`src/hdl/ums_pkg.sv`:
```
package ums_pkg;

	// frame geometry limits
	localparam int MaxWidth  = 2048;
	localparam int MaxHeight = 4096;
	localparam int MinSize   = 5;

	localparam int ColW    = $clog2(MaxWidth);
	localparam int WidthW  = $clog2(MaxWidth) + 1;
	localparam int HeightW = $clog2(MaxHeight) + 1;
	localparam int GainW   = 10;
	localparam int CfgW    = 13;

	// line store: one word per column, one byte lane per buffered row
	localparam int Lanes = 4;
	localparam int LaneW = $clog2(Lanes);

	// box mean over 25 pixels: floor((sum + 12) / 25) by reciprocal
	localparam int SumW      = 13;
	localparam int RowSumW   = 11;
	localparam int MeanBias  = 12;
	localparam int MeanRecip = 5243;
	localparam int MeanShift = 17;
	localparam int ProdW     = 2 * SumW;

	// front-to-back queue
	localparam int QueueDepth = 8;
	localparam int QPtrW      = $clog2(QueueDepth);
	localparam int QCountW    = $clog2(QueueDepth) + 1;

	// register defaults
	localparam logic [WidthW-1:0]  WidthReset  = WidthW'(512);
	localparam logic [HeightW-1:0] HeightReset = HeightW'(512);
	localparam logic [GainW-1:0]   GainReset   = GainW'(77);

	typedef enum logic [1:0] {
		REG_WIDTH  = 2'd0,
		REG_HEIGHT = 2'd1,
		REG_GAIN   = 2'd2
	} ums_reg_t;

	typedef struct packed {
		logic [7:0] pixel_in;
		logic       drain;
	} ums_in_t;

	typedef struct packed {
		logic [7:0] pixel_out;
		logic       frame_last;
	} ums_out_t;

	// one classified result on its way from front to back
	typedef struct packed {
		logic [SumW-1:0] sum;
		logic [7:0]      centre;
		logic [7:0]      border;
		logic            interior;
		logic            last;
	} ums_item_t;

endpackage

```
`src/hdl/ums_queue.sv`:
```
module ums_queue
	import ums_pkg::*;
(
	input  logic               clk,
	input  logic               arst_n,
	input  logic               push,
	input  ums_item_t          wdata,
	input  logic               pop,
	output ums_item_t          rdata,
	output logic               nonempty,
	output logic [QCountW-1:0] count
);

	ums_item_t         buf_q [QueueDepth];
	logic [QPtrW-1:0]  wr_q, rd_q;
	logic [QCountW-1:0] count_q;

	// storage
	always_ff @(posedge clk) begin
		if (push)
			buf_q[wr_q] <= wdata;
	end

	// pointers and fill level
	always_ff @(posedge clk or negedge arst_n) begin
		if (!arst_n) begin
			wr_q    <= '0;
			rd_q    <= '0;
			count_q <= '0;
		end else begin
			if (push)
				wr_q <= wr_q + QPtrW'(1);
			if (pop)
				rd_q <= rd_q + QPtrW'(1);
			if (push && !pop)
				count_q <= count_q + QCountW'(1);
			else if (pop && !push)
				count_q <= count_q - QCountW'(1);
		end
	end

	assign rdata    = buf_q[rd_q];
	assign nonempty = count_q != '0;
	assign count    = count_q;

endmodule

```
`config.mk`:
```
export PLATFORM = sky130hd
export DESIGN_NAME = ums_queue
export DESIGN_NICKNAME = d
export VERILOG_FILES = /design/src/hdl/ums_pkg.sv /design/src/hdl/ums_queue.sv
export SDC_FILE = /design/constraint.sdc
export NUM_CORES = 1
export LEC_CHECK = 0
export BUFFER_PORTS_ARGS = -buffer_cell sky130_fd_sc_hd__buf_2
export CAP_MARGIN = 20
export CELL_PAD_IN_SITES_DETAIL_PLACEMENT = 1
export CELL_PAD_IN_SITES_GLOBAL_PLACEMENT = 1
export CORE_MARGIN = 1.5
export CORE_UTILIZATION = 57
export CTS_BUF_LIST = sky130_fd_sc_hd__clkbuf_16
export DETAILED_ROUTE_END_ITERATION = 8
export PLACE_DENSITY_LB_ADDON = 0.1
export SKIP_CTS_REPAIR_TIMING = 1
export SYNTH_ARGS = -nofsm -noshare
export SYNTH_HDL_FRONTEND = slang
export SYNTH_SLANG_ARGS = --single-unit
```
`constraint.sdc`:
```
create_clock -name clk -period 8.51 [get_ports clk]
set_input_delay 1.2765 -clock clk [delete_from_list [all_inputs] [get_ports clk]]
set_output_delay 1.2765 -clock clk [all_outputs]
set_load 0.05 [all_outputs]
```
# Yosys cells after proc, flatten, opt, wreduce, memory -nomap -nowiden
# Memory sizes are Yosys's and may differ from the RTL's.
# Cells that the tools add are included.
# classes
n_addsub	4
n_mux	4
n_reduce_logical	6
# op_table
op	n
two-way mux 4 bit	2
adder 3 x 1 -> 3 bit (second input constant)	2
adder 4 x 1 -> 4 bit (second input constant)	1
nonzero test 4 bit	1
subtractor 4 x 1 -> 4 bit (second input constant)	1
logical AND 1 bit	2
zero test 1 bit	2
two-way mux 1 bit	2
nonzero test 2 bit	1
# word_totals
regBits	10
ram_bits	248
inputBits	35
out_inout_bits	36
memories	1
# memory_table
memory	words	word_bits	read_ports	rd_clocked_by_memory_dff	wr	line	source
buf_q	8	31	1	0	1	ums_queue.sv:14	ums_item_t buf_q [QueueDepth];

# Logic depth before layout (Yosys ltp)
# Gate-level depths: netlist (run 1).
# depth
word_depth	4
ltp_mapped	7

# Worst setup path before layout (run 1)
# No wires, ideal clock.
# synth_timing
path_kind	input-to-reg
from	in push
to	mem buf_q[0][0] (netlist bit) (enable)
t_arrival_ns	3.510
path_slack_ns	4.542
path_stages	2
n_path_buf	0
path_cell_list	nand2b_1 > nor3_1
# synth_via
elab_chain_len	2
# synth_rtl
element	line	source
from (decl)	ums_queue.sv:6	input logic push,
two-way mux 1 bit	ums_queue.sv:20	if (push)
two-way mux 1 bit (not written as such)	ums_queue.sv:21	buf_q[wr_q] <= wdata;
to (decl)	ums_queue.sv:14	
# Every way passes these cells.

==> results by group, run 1 <==
Synth
  – Cell Area, Synth: 10100 µm²
  – Async SR Flop Fraction: 0.0388
  – Post-synth top area share: 0.734
  – Commonest cells post-synth: 248 x edfxtp_1, 62 x mux4_1, 34 x mux2_2
  – Synthesized Nets: 459
  – Register area share after synthesis: 0.759
  – Synth warn: 0
  – Cell taking the most area after synthesis: edfxtp_1
  – Main flop type after synthesis: edfxtp_1
  – Count leader, synth: edfxtp_1
  – Top post-synthesis cells by area: edfxtp_1 73%, mux4_1 16%, mux2_2 3.8%
  – Yosys cell types: 26
  – EDFF count, synth: 248
  – Avg Cell Area, Syn: 24.3 µm²
  – Syn Inst Count: 418
  – Synth Register Bits: 258

Power
  – Leakage: 4.05 nW
  – PwrDens: 375 nW/µm²
  – Max rail drop VDD: 0.000324 V

Place
  – GP Congestion: 0.705
  – # placed instances: 703
  – Dpl hpwl: 10600 µm
  – Port bufs: 70

Worst setup path
  – Crit-path cells: mux4_1, mux2_2, buf_2
  – Critical Path Source Type: register
  – CP peak stage delay: 1.14 ns
  – Reg-to-reg slack, setup: 6.28 ns
  – Data required time of the worst path: 7.23 ns
  – Reg-to-Reg End: buf_q[0][29]
  – CP bufs+invs: 1
  – Arr. time, crit path: 2.91 ns
  – Slowest cell on crit path: dfrtp_4
  – Crit. End Element: output port
  – Crit-path max FO: 64
  – Worst r2r src: wr_q[1]
  – CP delay by family, top: flip-flops
  – Critical setup path kind: register to output port
  – FF-to-FF path depth: 3

Job
  – MaxCap Viol Count: 0

Floorplan
  – Chip height: 136 µm
  – Site Rows: 48
  – Starting Density: 0.585
  – Die X: 136 µm
  – Core footprint: 17400 µm²
  – IO Pins: 71
  – Die ar.: 18600 µm²

Cells and area
  – Layout cells sized above 1: 0.300
  – Nets@finish: 548
  – Non-Filler Instances: 751
  – Antenna cells: 0
  – Area Growth Syn to Fin: 14.8%
  – Filler Cells Inserted: 1340

Drt
  – Remaining antenna violation count: 0
  – Initial drt markers: 184
  – DRC: 0
  – DRT Wirelength: 19100 µm
  – Vias per cell: 6.02
  – Drt wl/cell: 25.5 µm
  – Drt pass-1 iters: 4
  – Vias: 4518

STA
  – Final setup TNS: 0 ns
  – Clock Skews: 0.00657 ns
  – Max Clock Freq: 239 MHz
  – Hold Fails Final Rpt: 0
  – Tcrit/Tclk final: 0.492
  – Slew headroom: 0.257
  – Final Max Slew Viols: 0
  – Worst slew pin tran: 1.11 ns
  – Final setup violation count: 0
  – Unrepaired setup endpoints after global routing: false
  – Period minus WS final: 4.18 ns

Clocking
  – TritonCTS clock tree: yes
  – Clock Sink Count: 258
  – Worst-skew pair later-pin latency: 0.52 ns
  – Clock buffer count from CTS: 27
  – Htree depth: 1
  – Worst-path clk slew: 0.06 ns
  – CTS max path bufs: 3
  – Root buffer cell: clkbuf_16

GRT
  – Total grt overflow: 0
  – First-pass GRT wire length: 29100 µm
  – Number of global-route vias before repair: 4900
  – Initial antenna violation count: 0
  – Largest net degree at the start of global routing: 65
  – Gr usage total: 0.215

Worst hold path
  – Hold Path Sink: wr_q[1]
  – WHS Path Cells: 1
  – Min-delay src: wr_q[1]
  – Hold crit path type: register to register

Outcome
  – Status: complete, no violations
logic make-up (layout without fill, tap and decap cells):
family,Yosys count,count (layout),share of synthesized area
flip-flops,258,258,0.759
multiplexers,97,97,0.199
AND/OR/NAND/NOR,24,24,0.0116
buffers and inverters,21,129,0.0131
adder cells (fa/ha/maj),6,6,0.00814
AO/OA/AOI/OAI,6,6,0.00407
XOR/XNOR,6,6,0.00518
layout make-up:
class	count	area, µm²	share of cell area
Clock buffer	27	676	0.0580
Clock inverter	21	188	0.0161
Inverter	2	7.51	0.000645
Multi-Input combinational cell	139	2370	0.204
Sequential cell	258	7700	0.662
Tap cell	225	282	0.0242
Timing Repair Buffer	79	418	0.0359
flip-flops by register name (all words and copies together), names as in the netlist:
signal / flops
buf_q: 248
count: 4
rd_q: 3
wr_q: 3
per-layer routing:
layer,global-route usage,part of all wire
met1,0.286,0.42
met2,0.378,0.52
met3,0.0358,0.044
met4,0.0479,0.017
met5,0,0
cell usage in the layout, fill, tap and decap left out, types with 3 or more instances in the layout:
cell type  Yosys  layout
nor2_4         0       6
dfrtp_1       10       7
buf_2          1      70
nand2_1        6       6
clkbuf_16      0      27
buf_4          0       9
edfxtp_1     248     248
ha_1           5       5
clkinv_2       0       3
nand2b_1       3       3
inv_1          2      11
xnor2_1        4       4
mux2_2        34      34
bufinv_16      0       4
clkinv_1       0       5
mux4_1        62      62
worst max-delay path by stage:
stage	from	end	cells after the start
finish	rd_q[0]	rdata[26]	3
global route	rd_q[0]	rdata[16]	3
CTS	rd_q[0]	rdata[16]	3
detailed placement	rd_q[0]	rdata[16]	3
global placement	rd_q[0]	rdata[16]	3
floorplan	push	buf_q[0][0]	2
power breakdown:
part	switching, W	internal, W	total (W)
clock network	0.000451	0.000691	0.00114
registers	0.000176	0.00160	0.00178
logic	0.000905	0.000537	0.00144
per-stage QoR:
step	setup slack (ns)	cell area [µm²]	hold WS [ns]	utilization	power (W)
4_1_cts	4.31	11600	0.572	0.671	0.00441
3_5_place_dp	4.86	10800	0.557	0.621	0.00327
3_3_place_gp	4.88	10800	0.531	0.621	0.00322
2_1_floorplan	4.54	10100	0.517	-	0.00291
6_report	4.33	11600	0.564	0.671	0.00436
5_1_grt	4.22	11600	0.608	0.671	0.00453
worst reg2reg max path, stage by stage (launching register included):
cell      delay, ns
dfrtp_1        0.40
nand2b_1       0.31
nor3_2         0.62
buf_4          0.54
Note: power is estimated with default switching activity, not from simulation.
==> run 2: changes to the inputs <==
CORE_UTILIZATION = 48   (was 57)
clock period = 3.6 ns   (was 8.51 ns; I/O delays follow)
==> run 2 against run 1 <==
Hold slack got worse by 0.29 ns. Combinational power rose by 150%. First-iteration DRC count fell by 17%. Clock skew rose by 0.0064 ns. Final cell count rose by 8.4%. Cell area rose by 2.1%. Setup slack got worse by 4.0 ns. Critical path depth rose by 1. Register-to-register slack got worse by 4.6 ns. Count of clock-buffer cells in the layout did not move. Sequential power rose by 130%. Clock power rose by 140%. Largest cell class unchanged.
==> results by group, run 2 (synthesis gave the netlist of run 1 again) <==
Clocking
  – TritonCTS clock tree: yes
  – Htree depth: 1 (unchanged)
  – Clock buffer count from CTS: 27 (unchanged)
  – Worst-skew pair later-pin latency: 0.53 ns (about the same)
  – Root buffer cell: clkbuf_16
  – Worst-path clk slew: 0.05 ns (about the same)
  – Clock Sink Count: 258 (unchanged)
  – CTS max path bufs: 3 (unchanged)

Cells and area
  – Register area: 7700 µm² (unchanged)
  – Area occupied by multi-input gates: 2370 µm² (unchanged)
  – Most frequent cells in the layout: 248 x edfxtp_1, 70 x buf_2, 62 x mux4_1
  – Area Growth Syn to Fin: 17.2%
  – Largest register FFs: 248 (unchanged)
  – Antenna cells: 0 (unchanged)
  – Most common cell after layout, fill and taps aside: edfxtp_1
  – Nets@finish: 559 (+2.0%)
  – Filler Cells Inserted: 1755 (+31%)
  – Top reg by flops: buf_q
  – Layout cells sized above 1: 0.319 (+0.0187)

STA
  – Hold Fails Final Rpt: 0 (unchanged)
  – Clock Skews: 0.0130 ns (+0.00640 ns)
  – Worst slew pin tran: 0.785 ns (-0.330 ns)
  – Tcrit/Tclk final: 0.897
  – Final setup TNS: 0 ns (unchanged)
  – Worst Slack Setup Final: 0.370 ns (-3.96 ns)
  – Slew headroom: 0.477 (+0.220)
  – Max Clock Freq: 310 MHz
  – Unrepaired setup endpoints after global routing: false
  – Final Max Slew Viols: 0 (unchanged)
  – Period minus WS final: 3.23 ns
  – Final setup violation count: 0 (unchanged)

Power
  – Switch share: 0.350 (-0.00157)
  – Clock share of power: 0.261 (about the same)
  – Final total power: 0.0105 W (+140%)
  – Register share of total power: 0.397 (-0.011)
  – Leakage: 4.13 nW (+1.9%)
  – Internal power: 0.00680 W (+140%)
  – Max rail drop VDD: 0.000674 V (+110%)
  – Sw Pwr: 0.00366 W (+140%)
  – Comb power frac: 0.342 (+0.011)
  – PwrDens: 879 nW/µm² (+130%)

Worst hold path
  – WHS Path Cells: 2 (+1)
  – Min-delay src: pop
  – Hold Path Sink: rd_q[0]
  – Hold crit path type: input port to register

Place
  – Dpl hpwl: 11300 µm (+6.6%)
  – GP Congestion: 0.661 (-6.2%)
  – Port bufs: 70 (unchanged)
  – Worst slack at placement: 0.866 ns (-4.00 ns)

Worst setup path
  – Critical setup path kind: register to output port
  – Beginning of the critical path: rd_q[0]
  – Data required time of the worst path: 3.06 ns (-4.17 ns)
  – Reg-to-reg slack, setup: 1.73 ns (-4.55 ns)
  – Critical Path Source Type: register
  – Crit. End Element: output port
  – Arr. time, crit path: 2.69 ns (-0.22 ns)
  – Reg-to-Reg End: buf_q[4][2]
  – Crit-path max FO: 31 (-52%)
  – Worst r2r src: wr_q[1]
  – FF-to-FF path depth: 3 (unchanged)

Drt
  – Initial drt markers: 152 (-17%)
  – Drt pass-1 iters: 4 (unchanged)
  – Remaining antenna violation count: 0 (unchanged)
  – DRT Wirelength: 18800 µm (-1.6%)
  – DRC: 0 (unchanged)
  – Drt wl/cell: 23.1 µm (-9.2%)
  – Vias per cell: 5.50 (-8.6%)
  – Vias: 4478 (-0.89%)

GRT
  – Total grt overflow: 0 (unchanged)
  – Initial antenna violation count: 0 (unchanged)
  – Gr usage total: 0.178 (-0.0369)
  – Largest net degree at the start of global routing: 33 (-49%)
  – First-pass GRT wire length: 28900 µm (-0.62%)
  – Number of global-route vias before repair: 4873 (-0.55%)

Outcome
  – Status: complete, no violations

Floorplan
  – Site Rows: 53 (+10%)
  – IO Pins: 71 (unchanged)
  – Core footprint: 20900 µm² (+20%)
  – Starting Density: 0.486 (-0.0988)
  – Die X: 148 µm (+8.8%)
  – Chip height: 148 µm (+8.8%)
  – Die ar.: 22000 µm² (+18%)

Job
  – MaxCap Viol Count: 0 (unchanged)
## run 2: layout make-up
class	instances	share of cell area
Timing Repair Buffer	90	0.0486
Sequential cell	258	0.648
Inverter	2	0.000631
Clock inverter	23	0.0177
Clock buffer	27	0.0568
Tap cell	275	0.0289
Multi-Input combinational cell	139	0.199
## run 2: power by group through the flow
stage	clock [W]	sequential, W	combinational [W]
after floorplan	0	0.00403	0.00285
after global placement	0	0.00420	0.00359
after detailed placement	0	0.00422	0.00364
after CTS	0.00279	0.00416	0.00365
after global routing	0.00289	0.00421	0.00378
final	0.00273	0.00415	0.00357
## run 2: worst max-delay path by stage
stage | to | slack (ns)
floorplan | buf_q[0][0] | 0.37
global placement | rdata[30] | 0.90
detailed placement | rdata[28] | 0.87
CTS | rdata[28] | 0.31
global route | rdata[28] | 0.26
finish | rdata[28] | 0.37
## run 2: stage by stage
stage,hold slack [ns],area (µm²),std cells,util
6_report,0.273,11900,814,0.569
5_1_grt,0.265,11900,814,0.569
4_1_cts,-0.137,11900,813,0.569
3_5_place_dp,0.418,11000,763,0.526
3_3_place_gp,0.418,11000,763,0.526
2_1_floorplan,0.244,10100,418,-
## run 2: worst max-delay path: stages (launching register included)
cell     delay (ns)
dfrtp_4        0.78
buf_12         0.26
mux4_1         0.60
mux2_2         0.29
buf_2          0.22
## run 2: metal layers
layer | track usage | vias to the layer above | part of all wire
met3 | 0.0325 | 21 | 0.046
met4 | 0.0465 | 0 | 0.016
met1 | 0.227 | 2330 | 0.41
met5 | 0 | - | 0
met2 | 0.317 | 97 | 0.53
li1 | - | 2030 | -
