File: config.mk
export PLATFORM = sky130hd
export DESIGN_NAME = ums_back
export DESIGN_NICKNAME = d
export VERILOG_FILES = /design/src/hdl/ums_pkg.sv /design/src/hdl/ums_back.sv
export SDC_FILE = /design/constraint.sdc
export NUM_CORES = 1
export LEC_CHECK = 0
export BUFFER_PORTS_ARGS = -buffer_cell sky130_fd_sc_hd__buf_2
export CAP_MARGIN = 20
export CORE_MARGIN = 4
export CORE_UTILIZATION = 64
export CTS_CLUSTER_SIZE = 10
export DETAILED_ROUTE_END_ITERATION = 10
export GPL_TIMING_DRIVEN = 0
export PLACE_DENSITY = 0.82
export SKIP_LAST_GASP = 1
export SLEW_MARGIN = 0
export SYNTH_ARGS = -nofsm -noshare
export SYNTH_HDL_FRONTEND = slang
export SYNTH_SLANG_ARGS = --single-unit
export TNS_END_PERCENT = 30
File: constraint.sdc
create_clock -name clk -period 8 [get_ports clk]
set_clock_uncertainty 0.15 [all_clocks]
set_input_delay 0.8 -clock clk [delete_from_list [all_inputs] [get_ports clk]]
set_output_delay 0.8 -clock clk [all_outputs]
set_load 0.01 [all_outputs]
File: src/hdl/ums_pkg.sv
package ums_pkg;

	// frame geometry limits
	localparam int MaxWidth  = 2048;
	localparam int MaxHeight = 4096;
	localparam int MinSize   = 5;

	localparam int ColW    = $clog2(MaxWidth);
	localparam int WidthW  = $clog2(MaxWidth) + 1;
	localparam int HeightW = $clog2(MaxHeight) + 1;
	localparam int GainW   = 10;
	localparam int CfgW    = 13;

	// line store: one word per column, one byte lane per buffered row
	localparam int Lanes = 4;
	localparam int LaneW = $clog2(Lanes);

	// box mean over 25 pixels: floor((sum + 12) / 25) by reciprocal
	localparam int SumW      = 13;
	localparam int RowSumW   = 11;
	localparam int MeanBias  = 12;
	localparam int MeanRecip = 5243;
	localparam int MeanShift = 17;
	localparam int ProdW     = 2 * SumW;

	// front-to-back queue
	localparam int QueueDepth = 8;
	localparam int QPtrW      = $clog2(QueueDepth);
	localparam int QCountW    = $clog2(QueueDepth) + 1;

	// register defaults
	localparam logic [WidthW-1:0]  WidthReset  = WidthW'(512);
	localparam logic [HeightW-1:0] HeightReset = HeightW'(512);
	localparam logic [GainW-1:0]   GainReset   = GainW'(77);

	typedef enum logic [1:0] {
		REG_WIDTH  = 2'd0,
		REG_HEIGHT = 2'd1,
		REG_GAIN   = 2'd2
	} ums_reg_t;

	typedef struct packed {
		logic [7:0] pixel_in;
		logic       drain;
	} ums_in_t;

	typedef struct packed {
		logic [7:0] pixel_out;
		logic       frame_last;
	} ums_out_t;

	// one classified result on its way from front to back
	typedef struct packed {
		logic [SumW-1:0] sum;
		logic [7:0]      centre;
		logic [7:0]      border;
		logic            interior;
		logic            last;
	} ums_item_t;

endpackage

File: src/hdl/ums_back.sv
module ums_back
	import ums_pkg::*;
(
	input  logic             clk,
	input  logic             arst_n,
	input  logic             avail,
	input  ums_item_t        item,
	output logic             pop,
	input  logic [GainW-1:0] gain,
	output logic             res_valid,
	input  logic             res_stall,
	output ums_out_t         res_data
);

	logic             b1_v, b1_interior, b1_last;
	logic [ProdW-1:0] b1_prod;
	logic [7:0]       b1_centre, b1_border;

	logic               b2_v, b2_interior, b2_last;
	logic signed [20:0] b2_gprod;
	logic [7:0]         b2_centre, b2_border;

	logic               out_v_q;
	ums_out_t           out_q;

	logic               out_adv, b2_adv, b1_adv;
	logic [8:0]         mean;
	logic signed [9:0]  diff;
	logic signed [21:0] num;
	logic [7:0]         sharp;

	// stage advance chain
	always_comb begin
		out_adv = !out_v_q || !res_stall;
		b2_adv  = !b2_v || out_adv;
		b1_adv  = !b1_v || b2_adv;
		pop     = avail && b1_adv;
	end

	// mean, difference and rounded clamp
	always_comb begin
		mean = b1_prod[MeanShift +: 9];
		diff = $signed({2'b00, b1_centre}) - $signed({1'b0, mean});
		num  = $signed({6'd0, b2_centre, 8'h80}) + 22'(b2_gprod);
		if (num[21])
			sharp = 8'd0;
		else if (num[20:16] != '0)
			sharp = 8'd255;
		else
			sharp = num[15:8];
	end

	always_ff @(posedge clk or negedge arst_n) begin
		if (!arst_n) begin
			b1_v    <= 1'b0;
			b2_v    <= 1'b0;
			out_v_q <= 1'b0;
		end else begin
			if (b1_adv)
				b1_v <= pop;
			if (b2_adv)
				b2_v <= b1_v;
			if (out_adv)
				out_v_q <= b2_v;
		end
	end

	// stage 1: reciprocal multiply for the mean
	always_ff @(posedge clk) begin
		if (b1_adv) begin
			b1_prod     <= ProdW'(item.sum) * ProdW'(MeanRecip);
			b1_centre   <= item.centre;
			b1_border   <= item.border;
			b1_interior <= item.interior;
			b1_last     <= item.last;
		end
	end

	// stage 2: gain times high-pass
	always_ff @(posedge clk) begin
		if (b2_adv) begin
			b2_gprod    <= $signed({1'b0, gain}) * diff;
			b2_centre   <= b1_centre;
			b2_border   <= b1_border;
			b2_interior <= b1_interior;
			b2_last     <= b1_last;
		end
	end

	// output register
	always_ff @(posedge clk) begin
		if (out_adv) begin
			out_q.pixel_out  <= b2_interior ? sharp : b2_border;
			out_q.frame_last <= b2_last;
		end
	end

	assign res_valid = out_v_q;
	assign res_data  = out_q;

endmodule
Word-level counts from Yosys, hierarchy flattened
Index checks and enable logic that the tools add are counted.
- multiplexer cells: 3
- reduce and logical (&&, ||, !) cells: 9
- $mul: 2
- $add $sub $neg: 2
- operators by type and width (cell ; count):
    13-bit by 13-bit multiplier with 26-bit output (second input constant) ; 1
    8-bit 2-to-1 mux ; 3
    17-bit by 21-bit adder with 22-bit output ; 1
    11-bit by 10-bit multiplier with 21-bit output ; 1
    8-bit by 9-bit subtractor with 10-bit output ; 1
    5-bit nonzero test ; 1
    1-bit zero test ; 4
    1-bit logical OR ; 3
    1-bit logical AND ; 1
- output and inout port bits: 11
- input port bits: 45
- register bits: 95

Depth between registers and ports, before layout
Gate-level depths: netlist (run 1).
- depth in word-level cells: 5
- mapped depth: 27
- depth with buffers taken out: 26

Worst setup path after synthesis (run 1)
No wires, ideal clock.
- path type: reg-to-reg
- start: reg b1_centre[0]
- end: reg b2_gprod[19], data pin
- slack: 1416 ps
- path buffers: 1
- setup time: 265 ps
- stages on the path, launching flop included: 25
- clock period less this slack: 6584 ps
- arrival time: 6169 ps
- path through: edfxtp_1 inv_1 ha_1 fa_1 nor2b_1 o21ai_0 a21boi_1 o21a_1 o41ai_1 buf_4 mux2_2 fa_1 fa_1 inv_1 fa_1 fa_1 inv_1 fa_1 inv_1 ha_1 a31oi_1 a21boi_0 a211oi_1 o21ai_0 xor2_1
- longest elaborated chain between the ends: 2
- ends and longest elaborated chain (what ; line ; text):
    start, declared ; ums_back.sv:17 ; logic [7:0] b1_centre, b1_border;
    start signal, assigned ; ums_back.sv:72 ; b1_centre <= item.centre;
    8-bit by 9-bit subtractor with 10-bit output ; ums_back.sv:43 ; diff = $signed({2'b00, b1_centre}) - $signed({1'b0, mean});
    11-bit by 10-bit multiplier with 21-bit output ; ums_back.sv:82 ; b2_gprod <= $signed({1'b0, gain}) * diff;
    end signal, assigned ; ums_back.sv:82 ;
    end, declared ; ums_back.sv:20 ; logic signed [20:0] b2_gprod;
No other way between the ends.
A chain may end at the register's enable or synchronous reset.

Worst setup path after layout (run 1)
Same ends and word-level chain as after synthesis.

==> flow_results.xml, run 1 <==
<?xml version="1.0" encoding="UTF-8"?>
<metrics>
  <group name="clock_network">
    <metric name="worst_skew_pair.late_latency" unit="ns">0.33</metric>
    <metric name="tritoncts" unit="">yes</metric>
    <metric name="path_clk_slew" unit="ns">0.06</metric>
    <metric name="tritoncts.num_buffers" unit="">9</metric>
    <metric name="cts.path.max_buffers" unit="">2</metric>
    <metric name="cts_hold_repair.buffers" unit="">0</metric>
    <metric name="cts.sinks" unit="">71</metric>
    <metric name="postCtsSetupBuffers" unit="">0</metric>
    <metric name="cts_resized" unit="">0</metric>
    <metric name="cts.root.buffer_cell" unit="">sky130_fd_sc_hd__clkbuf_16</metric>
    <metric name="cts.htree.levels" unit="">3</metric>
  </group>
  <group name="flow_run">
    <metric name="max_cap_violations" unit="">0</metric>
  </group>
  <group name="detailed_routing">
    <metric name="routed_wire_length_per_instance" unit="um">16.0</metric>
    <metric name="postRouteAntennaNets" unit="">0</metric>
    <metric name="routed_via_count" unit="">7197</metric>
    <metric name="wirelength" unit="um">20500</metric>
    <metric name="drt_first_pass_iters" unit="">5</metric>
    <metric name="via_density_per_instance" unit="">5.62</metric>
    <metric name="initialDrtViolationCount" unit="">400</metric>
    <metric name="drt_drc_violations_left" unit="">0</metric>
  </group>
  <group name="die">
    <metric name="core_area" unit="um2">15300</metric>
    <metric name="row_count" unit="">45</metric>
    <metric name="fp.dieW" unit="um">133</metric>
    <metric name="die_area" unit="um2">17800</metric>
    <metric name="floorplan.die.height" unit="um">133</metric>
    <metric name="initial_core_util" unit="">0.657</metric>
    <metric name="top_level_pins" unit="">56</metric>
  </group>
  <group name="global_routing">
    <metric name="grt-ovfl-total" unit="">0</metric>
    <metric name="grtUsageTotal" unit="">0.241</metric>
    <metric name="first_global_vias" unit="">7437</metric>
    <metric name="grt_antenna_before_repair" unit="">0</metric>
    <metric name="grt_first_pass_wirelength" unit="um">34800</metric>
    <metric name="grt_start_max_net_pins" unit="">34</metric>
  </group>
  <group name="logic_synthesis">
    <metric name="synth_enable_flop_cells" unit="">68</metric>
    <metric name="synth_top_area_share" unit="">0.241</metric>
    <metric name="mappedNetlistNets" unit="">1335</metric>
    <metric name="synth.yosys.seq_area_share" unit="">0.210</metric>
    <metric name="ys_dominant_reg_cell" unit="">sky130_fd_sc_hd__edfxtp_1</metric>
    <metric name="ys_ff_latch" unit="">71</metric>
    <metric name="most_common_cell_in_the_synthesized_netlist" unit="">sky130_fd_sc_hd__inv_1</metric>
    <metric name="synth-async-reset-ratio" unit="">0.0423</metric>
    <metric name="netlist_instances" unit="">998</metric>
    <metric name="synth.top_cells.by_count" unit="">sky130_fd_sc_hd__inv_1, sky130_fd_sc_hd__ha_1, sky130_fd_sc_hd__fa_1</metric>
    <metric name="syn_area" unit="um2">10100</metric>
    <metric name="ys.warnings.count" unit="">0</metric>
    <metric name="synthDistinctLibCells" unit="">59</metric>
    <metric name="synthDominantAreaCellType" unit="">sky130_fd_sc_hd__fa_1</metric>
    <metric name="synth.area.top_cells" unit="">sky130_fd_sc_hd__fa_1, sky130_fd_sc_hd__ha_1, sky130_fd_sc_hd__edfxtp_1, sky130_fd_sc_hd__inv_1, sky130_fd_sc_hd__nand2_1</metric>
    <metric name="postSynthAreaPerCell" unit="um2">10.1</metric>
  </group>
  <group name="layout">
    <metric name="stdcell_area" unit="um2">10900</metric>
    <metric name="diodes" unit="">0</metric>
    <metric name="nNetsFinal" unit="">1402</metric>
    <metric name="synthesis_to_layout_area_growth" unit="%">8.35</metric>
    <metric name="post_route_cells_drive_above_1_share" unit="">0.0981</metric>
  </group>
  <group name="setup_path">
    <metric name="slowest_stage" unit="">sky130_fd_sc_hd__a211oi_1</metric>
    <metric name="critPathMostFrequentCell" unit="">sky130_fd_sc_hd__fa_1</metric>
    <metric name="setup.worst_path.end_class" unit="">flop</metric>
    <metric name="critPathTopFamily" unit="">adder cells</metric>
    <metric name="critical_path.cell_chain" unit="">inv_1 &gt; ha_1 &gt; fa_1 &gt; nor2b_1 &gt; o21ai_0 &gt; a21boi_1 &gt; o21a_1 &gt; o41ai_1 &gt; buf_4 &gt; mux2_2 &gt; fa_1 &gt; fa_1 &gt; inv_1 &gt; fa_1 &gt; fa_1 &gt; inv_1 &gt; fa_1 &gt; inv_1 &gt; ha_1 &gt; a31oi_1 &gt; a21boi_0 &gt; a211oi_1 &gt; o21ai_0 &gt; xor2_1</metric>
    <metric name="crit_path_start_kind" unit="">flop</metric>
    <metric name="timing_worst_setup_path_type" unit="">flop to flop</metric>
    <metric name="cp_data_required_time" unit="ns">7.91</metric>
    <metric name="critPathArrivalTime" unit="ns">7.33</metric>
    <metric name="critical_path.max_fanout" unit="">10</metric>
    <metric name="path_buf_inv" unit="">5</metric>
    <metric name="worst_path_largest_cell_delay" unit="ns">0.58</metric>
  </group>
  <group name="timing">
    <metric name="max_freq" unit="GHz">0.135</metric>
    <metric name="final_worst_path_setup_slack" unit="ns">0.585</metric>
    <metric name="tightestPinTransition" unit="ns">1.03</metric>
    <metric name="rsz0062_at_grt" unit="">false</metric>
    <metric name="totalNegativeSetupSlack" unit="ns">0</metric>
    <metric name="timing.final.crit_share" unit="">0.927</metric>
    <metric name="drv_slew" unit="">0</metric>
    <metric name="post-route-min-period" unit="ns">7.42</metric>
    <metric name="hold_ws" unit="ns">0.108</metric>
    <metric name="setup-violations-final" unit="">0</metric>
    <metric name="report.final.hold_viol_count" unit="">0</metric>
    <metric name="slew_headroom" unit="">0.308</metric>
  </group>
  <group name="placed_design">
    <metric name="placed_area" unit="um2">10600</metric>
    <metric name="preCtsSetupSlack" unit="ns">0.636</metric>
    <metric name="dpl.hpwl" unit="um">17200</metric>
    <metric name="number_of_port_buffers" unit="">55</metric>
    <metric name="gp_routability_congestion" unit="">0.866</metric>
  </group>
  <group name="worst_hold_path">
    <metric name="min_delay_worst_type" unit="">primary input to asynchronous set/reset pin</metric>
  </group>
  <group name="run_status">
    <metric name="outcome" unit="">finished, final reports clean</metric>
  </group>
</metrics>
==> worst register-to-register path, delay by kind of cell, from the launching register on <==
family / cells / cell delay, ns
mux: 1 / 0.38
xor+xnor: 1 / 0.19
buf+inv: 5 / 0.57
fa+ha+maj: 8 / 3.39
flops: 1 / 0.40
compound gates: 8 / 2.03
simple gates: 1 / 0.06
==> routing by layer <==
| layer | global-route usage | wire length (um) | vias up |
|---|---|---|---|
| met2 | 0.416 | 10300 | 208 |
| li1 | - | - | 3446 |
| met4 | 0.0343 | 136 | 0 |
| met1 | 0.327 | 8930 | 3528 |
| met3 | 0.0472 | 1160 | 15 |
| met5 | 0 | 0 | - |
==> worst paths after layout <==
path                              startpoint      endpoint  slack [ns]  cells after the start
min in group clk                b1_border[6]  b2_border[6]        0.27                      0
worst max-delay path            b1_centre[0]  b2_gprod[19]        0.58                     24
worst min-delay path                  arst_n     res_valid        0.11                      1
max in group asynchronous             arst_n          b1_v        7.48                      1
worst min register to register  b1_border[6]  b2_border[6]        0.27                      0
worst max register to register  b1_centre[0]  b2_gprod[19]        0.58                     24
==> layout make-up <==
type                            count  area, um2
Sequential cell                    71       2120
Clock inverter                      6       42.5
Tap cell                          211        264
Fill cell                        1136       4410
Timing Repair Buffer               56        290
Multi-Input combinational cell    688       7050
Inverter                          217        815
Clock buffer                       10        239
Buffer                             22       87.6
==> per-stage QoR <==
step | cells | utilization
after floorplan | 998 | -
after global placement | 1264 | 0.692
after detailed placement | 1265 | 0.694
after CTS | 1281 | 0.712
after global routing | 1281 | 0.712
final | 1281 | 0.712
==> state kept, by name (all words and copies together) (netlist names) <==
signal,cells
b1_border,8
b1_centre,8
b1_interior,1
b1_last,1
b1_prod,9
b1_v,1
b2_border,8
b2_centre,8
b2_gprod,14
b2_interior,1
b2_last,1
b2_v,1
res_data,9
res_valid,1
==> placed cells by master, fill, tap and decap left out, types with 11 or more instances in the layout <==
| master | netlist | final |
|---|---|---|
| sky130_fd_sc_hd__ha_1 | 171 | 171 |
| sky130_fd_sc_hd__nor2_1 | 26 | 26 |
| sky130_fd_sc_hd__and2_1 | 13 | 13 |
| sky130_fd_sc_hd__nor3_1 | 11 | 11 |
| sky130_fd_sc_hd__xnor2_1 | 23 | 23 |
| sky130_fd_sc_hd__mux2i_1 | 13 | 13 |
| sky130_fd_sc_hd__nand3_1 | 25 | 24 |
| sky130_fd_sc_hd__o21ai_0 | 16 | 16 |
| sky130_fd_sc_hd__nor2b_1 | 13 | 13 |
| sky130_fd_sc_hd__clkbuf_1 | 20 | 20 |
| sky130_fd_sc_hd__nand2b_1 | 33 | 33 |
| sky130_fd_sc_hd__buf_2 | 1 | 56 |
| sky130_fd_sc_hd__edfxtp_1 | 68 | 68 |
| sky130_fd_sc_hd__fa_1 | 121 | 121 |
| sky130_fd_sc_hd__a21oi_1 | 24 | 24 |
| sky130_fd_sc_hd__nand2_1 | 71 | 71 |
| sky130_fd_sc_hd__inv_1 | 217 | 217 |
==> cell families (layout without fill, tap and decap cells) <==
group                    after synthesis  in the layout  synth area share
multiplexers                          21             21            0.0219
buffers and inverters                239            311            0.0896
XOR/XNOR                              31             31            0.0270
adder cells (fa/ha/maj)              292            292             0.453
AND/OR/NAND/NOR                      231            231             0.118
AO/OA/AOI/OAI                        113            113            0.0802
flip-flops                            71             71             0.210
Power of run 1 is left out: the tool's default activity adds up to more than one toggle a clock period on the data nets, which glitch-free logic cannot reach.
==> run 2, diff against run 1 <==
--- a/config.mk
+++ b/config.mk
@@ -8,11 +8,11 @@
 export BUFFER_PORTS_ARGS = -buffer_cell sky130_fd_sc_hd__buf_2
 export CAP_MARGIN = 20
 export CORE_MARGIN = 4
-export CORE_UTILIZATION = 64
+export CORE_UTILIZATION = 65
 export CTS_CLUSTER_SIZE = 10
 export DETAILED_ROUTE_END_ITERATION = 10
 export GPL_TIMING_DRIVEN = 0
-export PLACE_DENSITY = 0.82
+export PLACE_DENSITY = 0.83
 export SKIP_LAST_GASP = 1
 export SLEW_MARGIN = 0
 export SYNTH_ARGS = -nofsm -noshare
==> constraint.sdc (replaced) <==
create_clock -name clk -period 8.86 [get_ports clk]
set_clock_uncertainty 0.15 [all_clocks]
set_input_delay 0.886 -clock clk [delete_from_list [all_inputs] [get_ports clk]]
set_output_delay 0.886 -clock clk [all_outputs]
set_load 0.01 [all_outputs]
==> run 2 against run 1 <==
  * Count of clock-buffer cells in the layout unchanged
  * Hold slack improved by 0.083 ns
  * Die area decreased by 1.4%
  * Cell area decreased by 0.17%
  * Register-to-register slack improved by 0.96 ns
  * Non-clock buffer count unchanged
  * Cell count decreased by 1.8%
  * Critical path type unchanged
  * Critical path depth decreased by 1
  * Wire length decreased by 2.5%
  * Global-route usage decreased by 0.43 points
==> flow_results.xml, run 2 (synthesis results as in run 1) <==
<?xml version="1.0" encoding="UTF-8"?>
<metrics>
  <group name="timing">
    <metric name="final_worst_path_setup_slack" unit="ns">1.54</metric>
    <metric name="drv_slew" unit="">0</metric>
    <metric name="rsz0062_at_grt" unit="">false</metric>
    <metric name="tightestPinTransition" unit="ns">0.959</metric>
    <metric name="report.final.hold_viol_count" unit="">0</metric>
    <metric name="totalNegativeSetupSlack" unit="ns">0</metric>
    <metric name="setup-violations-final" unit="">0</metric>
    <metric name="post-route-min-period" unit="ns">7.32</metric>
    <metric name="slew_headroom" unit="">0.356</metric>
    <metric name="timing.final.crit_share" unit="">0.826</metric>
    <metric name="hold_ws" unit="ns">0.190</metric>
    <metric name="max_freq" unit="GHz">0.137</metric>
  </group>
  <group name="die">
    <metric name="core_area" unit="um2">15200</metric>
    <metric name="floorplan.die.height" unit="um">132</metric>
    <metric name="die_area" unit="um2">17500</metric>
    <metric name="fp.dieW" unit="um">132</metric>
    <metric name="row_count" unit="">45</metric>
    <metric name="initial_core_util" unit="">0.662</metric>
    <metric name="top_level_pins" unit="">56</metric>
  </group>
  <group name="detailed_routing">
    <metric name="routed_wire_length_per_instance" unit="um">15.9</metric>
    <metric name="postRouteAntennaNets" unit="">0</metric>
    <metric name="drt_first_pass_iters" unit="">5</metric>
    <metric name="drt_drc_violations_left" unit="">0</metric>
    <metric name="wirelength" unit="um">20000</metric>
    <metric name="via_density_per_instance" unit="">5.74</metric>
    <metric name="routed_via_count" unit="">7216</metric>
    <metric name="initialDrtViolationCount" unit="">431</metric>
  </group>
  <group name="placed_design">
    <metric name="dpl.hpwl" unit="um">16800</metric>
    <metric name="preCtsSetupSlack" unit="ns">1.60</metric>
    <metric name="gp_routability_congestion" unit="">0.861</metric>
    <metric name="number_of_port_buffers" unit="">55</metric>
    <metric name="placed_area" unit="um2">10600</metric>
  </group>
  <group name="clock_network">
    <metric name="postCtsSetupBuffers" unit="">0</metric>
    <metric name="cts.root.buffer_cell" unit="">sky130_fd_sc_hd__clkbuf_16</metric>
    <metric name="cts_resized" unit="">0</metric>
    <metric name="tritoncts.num_buffers" unit="">9</metric>
    <metric name="cts.sinks" unit="">71</metric>
    <metric name="tritoncts" unit="">yes</metric>
    <metric name="cts_hold_repair.buffers" unit="">0</metric>
    <metric name="worst_skew_pair.late_latency" unit="ns">0.33</metric>
    <metric name="cts.path.max_buffers" unit="">2</metric>
    <metric name="cts.htree.levels" unit="">3</metric>
    <metric name="path_clk_slew" unit="ns">0.06</metric>
  </group>
  <group name="run_status">
    <metric name="outcome" unit="">finished, final reports clean</metric>
  </group>
  <group name="layout">
    <metric name="post_route_cells_drive_above_1_share" unit="">0.0972</metric>
    <metric name="layout_common_cells" unit="">sky130_fd_sc_hd__inv_1, sky130_fd_sc_hd__ha_1, sky130_fd_sc_hd__fa_1</metric>
    <metric name="final_common_cell" unit="">sky130_fd_sc_hd__inv_1</metric>
    <metric name="top_register" unit="">b2_gprod</metric>
    <metric name="synthesis_to_layout_area_growth" unit="%">8.17</metric>
    <metric name="largest_register_ff_count" unit="">14</metric>
    <metric name="fillerInstances" unit="">1129</metric>
    <metric name="nNetsFinal" unit="">1402</metric>
    <metric name="stdcell_area" unit="um2">10900</metric>
    <metric name="diodes" unit="">0</metric>
  </group>
  <group name="global_routing">
    <metric name="grt_first_pass_wirelength" unit="um">33800</metric>
    <metric name="grt-ovfl-total" unit="">0</metric>
    <metric name="grtUsageTotal" unit="">0.237</metric>
    <metric name="grt_start_max_net_pins" unit="">34</metric>
    <metric name="first_global_vias" unit="">7259</metric>
    <metric name="grt_antenna_before_repair" unit="">0</metric>
  </group>
  <group name="setup_path">
    <metric name="cp_data_required_time" unit="ns">8.78</metric>
    <metric name="worst_path_largest_cell_delay" unit="ns">0.68</metric>
    <metric name="timing_worst_setup_path_type" unit="">flop to flop</metric>
    <metric name="critPathMostFrequentCell" unit="">sky130_fd_sc_hd__fa_1</metric>
    <metric name="critPathTopFamily" unit="">adder cells</metric>
    <metric name="crit_path_start_kind" unit="">flop</metric>
    <metric name="path_buf_inv" unit="">4</metric>
    <metric name="slowest_stage" unit="">sky130_fd_sc_hd__o21ai_1</metric>
    <metric name="critPathArrivalTime" unit="ns">7.24</metric>
    <metric name="setup.worst_path.end_class" unit="">flop</metric>
    <metric name="critical_path.max_fanout" unit="">10</metric>
    <metric name="critical_path.cell_chain" unit="">inv_1 &gt; ha_1 &gt; fa_1 &gt; nor2b_1 &gt; o21ai_0 &gt; a21boi_1 &gt; o21a_1 &gt; o21ai_1 &gt; nand3_1 &gt; fa_1 &gt; fa_1 &gt; inv_1 &gt; fa_1 &gt; fa_1 &gt; inv_1 &gt; fa_1 &gt; inv_1 &gt; ha_1 &gt; a31oi_1 &gt; a21boi_0 &gt; a211oi_1 &gt; o21ai_0 &gt; xor2_1</metric>
  </group>
  <group name="worst_hold_path">
    <metric name="min_delay_worst_type" unit="">primary input to asynchronous set/reset pin</metric>
  </group>
  <group name="flow_run">
    <metric name="max_cap_violations" unit="">0</metric>
  </group>
</metrics>
-- run 2: changes by cell type in the layout (fill, tap and decap cells not counted) --
cell                         previous run  this run
sky130_fd_sc_hd__inv_6                  2         0
sky130_fd_sc_hd__clkinvlp_4             2         0
sky130_fd_sc_hd__clkinv_2               2         3
sky130_fd_sc_hd__clkbuf_8               1         0
sky130_fd_sc_hd__clkbuf_1              20        21
sky130_fd_sc_hd__bufinv_16              0         1
sky130_fd_sc_hd__clkinv_4               0         2
-- run 2: layout make-up --
class,instances,area (um2),share of cell area
well taps,188,235,0.0216
repair buffers,56,290,0.0267
clock buffers,10,229,0.0210
clock inverters,6,62.6,0.00575
plain buffers,22,87.6,0.00804
multi-input cells,688,7050,0.648
flip-flops and latches,71,2120,0.194
inverters,217,815,0.0748
-- run 2: per-layer routing --
metal  global-route usage  share of wire
met5                    0              0
met3               0.0346          0.050
met1                0.331           0.45
met4               0.0572          0.019
met2                0.394           0.48
-- run 2: path summary, 6_finish.rpt --
kind,slack (ns),cells past startpoint,end,start
max in group asynchronous,8.26,1,b1_v,arst_n
min in group clk,0.27,0,res_data[0],b2_last
max reg2reg,1.54,23,b2_gprod[19],b1_centre[0]
min reg2reg,0.27,0,res_data[0],b2_last
min,0.19,1,b2_v,arst_n
max,1.54,23,b2_gprod[19],b1_centre[0]
-- run 2: per-stage QoR --
step,cells,utilization
final,1258,0.716
after global routing,1258,0.716
after CTS,1258,0.716
after detailed placement,1242,0.697
after global placement,1241,0.696
after floorplan,998,-
Power of run 2 is left out for the same reason.
==> run 3, diff against run 2 <==
--- a/config.mk
+++ b/config.mk
@@ -5,14 +5,15 @@
 export SDC_FILE = /design/constraint.sdc
 export NUM_CORES = 1
 export LEC_CHECK = 0
+export ABC_AREA = 1
 export BUFFER_PORTS_ARGS = -buffer_cell sky130_fd_sc_hd__buf_2
 export CAP_MARGIN = 20
 export CORE_MARGIN = 4
-export CORE_UTILIZATION = 65
+export CORE_UTILIZATION = 58
 export CTS_CLUSTER_SIZE = 10
 export DETAILED_ROUTE_END_ITERATION = 10
 export GPL_TIMING_DRIVEN = 0
-export PLACE_DENSITY = 0.83
+export PLACE_DENSITY = 0.78
 export SKIP_LAST_GASP = 1
 export SLEW_MARGIN = 0
 export SYNTH_ARGS = -nofsm -noshare
==> constraint.sdc (replaced) <==
create_clock -name clk -period 6.1 [get_ports clk]
set_clock_uncertainty 0.15 [all_clocks]
set_input_delay 0.61 -clock clk [delete_from_list [all_inputs] [get_ports clk]]
set_output_delay 0.61 -clock clk [all_outputs]
set_load 0.01 [all_outputs]
==> run 3 against run 2 <==
  * Cell count up 20%
  * Synthesized cell count up 20%
  * Global-route usage down 0.60 points
  * Critical endpoint unchanged
  * Hold slack better by 0.078 ns
  * First-iteration DRC count down 11%
  * Critical path depth up 3
  * Utilization down 4.2 points
  * Maximum frequency up 22%
  * Register-to-register slack worse by 1.4 ns
  * Non-clock buffer count down 2
  * Sequential cell count unchanged
  * Sequential share of layout area down 1.3 points
==> flow_results.xml, run 3 <==
<?xml version="1.0" encoding="UTF-8"?>
<metrics>
  <group name="run_status">
    <metric name="outcome" unit="">finished, final reports clean</metric>
  </group>
  <group name="timing">
    <metric name="max_freq" unit="GHz">0.167</metric>
    <metric name="slew_headroom" unit="">0.634</metric>
    <metric name="rsz0062_at_grt" unit="">true</metric>
    <metric name="report.final.hold_viol_count" unit="">0</metric>
    <metric name="timing.final.crit_share" unit="">0.984</metric>
    <metric name="setup-violations-final" unit="">0</metric>
    <metric name="post-route-min-period" unit="ns">6.00</metric>
    <metric name="drv_slew" unit="">0</metric>
    <metric name="tightestPinTransition" unit="ns">0.548</metric>
    <metric name="final_worst_path_setup_slack" unit="ns">0.0972</metric>
  </group>
  <group name="layout">
    <metric name="layout_common_cells" unit="">sky130_fd_sc_hd__inv_1, sky130_fd_sc_hd__nand2_1, sky130_fd_sc_hd__ha_1</metric>
    <metric name="final_common_cell" unit="">sky130_fd_sc_hd__inv_1</metric>
    <metric name="diodes" unit="">0</metric>
    <metric name="top_register" unit="">b2_gprod</metric>
    <metric name="synthesis_to_layout_area_growth" unit="%">13.2</metric>
    <metric name="nNetsFinal" unit="">1617</metric>
    <metric name="fillerInstances" unit="">1406</metric>
    <metric name="largest_register_ff_count" unit="">14</metric>
    <metric name="post_route_cells_drive_above_1_share" unit="">0.132</metric>
  </group>
  <group name="logic_synthesis">
    <metric name="netlist_instances" unit="">1197</metric>
    <metric name="mappedNetlistNets" unit="">1534</metric>
    <metric name="synth_enable_flop_cells" unit="">68</metric>
    <metric name="synth.yosys.seq_area_share" unit="">0.205</metric>
    <metric name="syn_area" unit="um2">10300</metric>
    <metric name="postSynthAreaPerCell" unit="um2">8.63</metric>
    <metric name="most_common_cell_in_the_synthesized_netlist" unit="">sky130_fd_sc_hd__inv_1</metric>
    <metric name="synthDominantAreaCellType" unit="">sky130_fd_sc_hd__fa_1</metric>
    <metric name="synth_top_area_share" unit="">0.234</metric>
    <metric name="ys_dominant_reg_cell" unit="">sky130_fd_sc_hd__edfxtp_1</metric>
    <metric name="synthDistinctLibCells" unit="">39</metric>
    <metric name="ys_ff_latch" unit="">71</metric>
    <metric name="synth.area.top_cells" unit="">sky130_fd_sc_hd__fa_1, sky130_fd_sc_hd__ha_1, sky130_fd_sc_hd__edfxtp_1, sky130_fd_sc_hd__inv_1, sky130_fd_sc_hd__nand2_1</metric>
    <metric name="synth-async-reset-ratio" unit="">0.0423</metric>
    <metric name="ys.warnings.count" unit="">0</metric>
    <metric name="synth.top_cells.by_count" unit="">sky130_fd_sc_hd__inv_1, sky130_fd_sc_hd__nand2_1, sky130_fd_sc_hd__ha_1</metric>
  </group>
  <group name="global_routing">
    <metric name="grt_start_max_net_pins" unit="">29</metric>
    <metric name="first_global_vias" unit="">8359</metric>
    <metric name="grt-ovfl-total" unit="">0</metric>
    <metric name="grt_first_pass_wirelength" unit="um">37700</metric>
    <metric name="grtUsageTotal" unit="">0.231</metric>
    <metric name="grt_antenna_before_repair" unit="">0</metric>
  </group>
  <group name="setup_path">
    <metric name="slowest_stage" unit="">sky130_fd_sc_hd__fa_1</metric>
    <metric name="cp_data_required_time" unit="ns">6.03</metric>
    <metric name="timing_worst_setup_path_type" unit="">flop to flop</metric>
    <metric name="setup.worst_path.end_class" unit="">flop</metric>
    <metric name="crit_path_start_kind" unit="">flop</metric>
    <metric name="critPathMostFrequentCell" unit="">sky130_fd_sc_hd__fa_1</metric>
    <metric name="worst_path_largest_cell_delay" unit="ns">0.52</metric>
    <metric name="critPathArrivalTime" unit="ns">5.94</metric>
    <metric name="critical_path.max_fanout" unit="">8</metric>
  </group>
  <group name="detailed_routing">
    <metric name="wirelength" unit="um">22500</metric>
    <metric name="via_density_per_instance" unit="">5.30</metric>
    <metric name="routed_wire_length_per_instance" unit="um">14.9</metric>
    <metric name="routed_via_count" unit="">8010</metric>
    <metric name="initialDrtViolationCount" unit="">382</metric>
    <metric name="drt_drc_violations_left" unit="">0</metric>
    <metric name="postRouteAntennaNets" unit="">0</metric>
    <metric name="drt_first_pass_iters" unit="">6</metric>
  </group>
  <group name="die">
    <metric name="die_area" unit="um2">20000</metric>
    <metric name="top_level_pins" unit="">56</metric>
    <metric name="floorplan.die.height" unit="um">141</metric>
    <metric name="core_area" unit="um2">17400</metric>
    <metric name="initial_core_util" unit="">0.595</metric>
    <metric name="row_count" unit="">48</metric>
    <metric name="fp.dieW" unit="um">141</metric>
  </group>
  <group name="clock_network">
    <metric name="worst_skew_pair.late_latency" unit="ns">0.33</metric>
    <metric name="cts.path.max_buffers" unit="">2</metric>
    <metric name="path_clk_slew" unit="ns">0.06</metric>
    <metric name="cts.sinks" unit="">71</metric>
    <metric name="tritoncts" unit="">yes</metric>
    <metric name="cts.root.buffer_cell" unit="">sky130_fd_sc_hd__clkbuf_16</metric>
    <metric name="cts.htree.levels" unit="">3</metric>
    <metric name="tritoncts.num_buffers" unit="">9</metric>
  </group>
  <group name="placed_design">
    <metric name="dpl.hpwl" unit="um">18600</metric>
    <metric name="gp_routability_congestion" unit="">0.931</metric>
    <metric name="preCtsSetupSlack" unit="ns">-0.378</metric>
    <metric name="number_of_port_buffers" unit="">52</metric>
  </group>
  <group name="worst_hold_path">
    <metric name="min_delay_worst_type" unit="">flop to flop</metric>
  </group>
  <group name="flow_run">
    <metric name="max_cap_violations" unit="">0</metric>
  </group>
</metrics>
[run 3: cell types whose count changed after synthesis, moves of 11 or more]
cell                       before  now
sky130_fd_sc_hd__a21oi_1       24   44
sky130_fd_sc_hd__and2_1        13    0
sky130_fd_sc_hd__clkbuf_1      20    3
sky130_fd_sc_hd__inv_1        217  282
sky130_fd_sc_hd__inv_2          0   15
sky130_fd_sc_hd__mux2i_1       13    0
sky130_fd_sc_hd__nand2_1       71  241
sky130_fd_sc_hd__nand2b_1      33    0
sky130_fd_sc_hd__nand3_1       25   39
sky130_fd_sc_hd__nand4_1        9   20
sky130_fd_sc_hd__nor2_1        26   85
sky130_fd_sc_hd__nor2b_1       13    0
sky130_fd_sc_hd__xnor2_1       23   10
[run 3: layer usage]
layer / track usage / up-vias / part of all wire
li1: - / 3912 / -
met1: 0.283 / 3828 / 0.40
met2: 0.426 / 220 / 0.53
met3: 0.0246 / 50 / 0.042
met4: 0.0722 / 0 / 0.027
met5: 0 / - / 0
[run 3: cells by family (layout without fill, tap and decap cells)]
family          count (synthesis)  after routing  share of synthesized area
compound gates                 87             87                     0.0505
xor+xnor                       28             28                     0.0245
fa+ha+maj                     292            292                      0.442
buf+inv                       303            391                      0.110
flops                          71             71                      0.205
simple gates                  416            416                      0.168
[run 3: final timing paths]
| check | start | end | slack, ns | cells past startpoint |
|---|---|---|---|---|
| min in group asynchronous | arst_n | res_valid | 0.46 | 2 |
| hold reg to reg | b1_border[7] | b2_border[7] | 0.27 | 0 |
| hold / removal | b1_border[7] | b2_border[7] | 0.27 | 0 |
| setup / recovery | b1_prod[17] | b2_gprod[19] | 0.1 | 26 |
| setup reg to reg | b1_prod[17] | b2_gprod[19] | 0.1 | 26 |
| max in group asynchronous | arst_n | b2_v | 5.23 | 2 |
[run 3: cell type report]
| class | instances | area [um2] | share of cell area |
|---|---|---|---|
| sequential | 71 | 2120 | 0.181 |
| clock inverter | 7 | 55.1 | 0.00471 |
| buffer | 4 | 16.3 | 0.00139 |
| inverter | 299 | 1130 | 0.0966 |
| multi-input combinational | 823 | 7400 | 0.633 |
| timing repair buffer | 72 | 465 | 0.0398 |
| clock buffer | 9 | 225 | 0.0193 |
| tap | 225 | 282 | 0.0241 |
[run 3: through the flow]
| stage | util | cell area, um2 | std cells | hold slack, ns | TNS [ns] |
|---|---|---|---|---|---|
| 2_1_floorplan | - | 10300 | 1197 | 0.164 | 0 |
| 3_3_place_gp | 0.627 | 10900 | 1474 | 0.251 | -1.48 |
| 3_5_place_dp | 0.628 | 10900 | 1475 | 0.255 | -1.81 |
| 4_1_cts | 0.654 | 11400 | 1499 | 0.268 | 0 |
| 5_1_grt | 0.674 | 11700 | 1510 | 0.279 | -0.420 |
| 6_report | 0.674 | 11700 | 1510 | 0.268 | 0 |
[run 3: repair_timing]
item,in CTS,in global routing
buffers inserted,7,10
endpoints found under the hold margin,3,0
gates cloned,0,0
pin swaps,7,49
resized for setup,19,55
hold buffers,1,0
endpoints found under the setup margin,11,11
[run 3: worst max-delay path: cells and delay by family, from the launching register on]
kind / cells / cell delay, ns
buffers and inverters: 4 / 0.25
AOI/OAI and AO/OA: 2 / 0.27
and+or+nand+nor: 12 / 1.31
adders and majority gates: 8 / 3.36
DFF: 1 / 0.41
Power of run 3 is left out for the same reason.
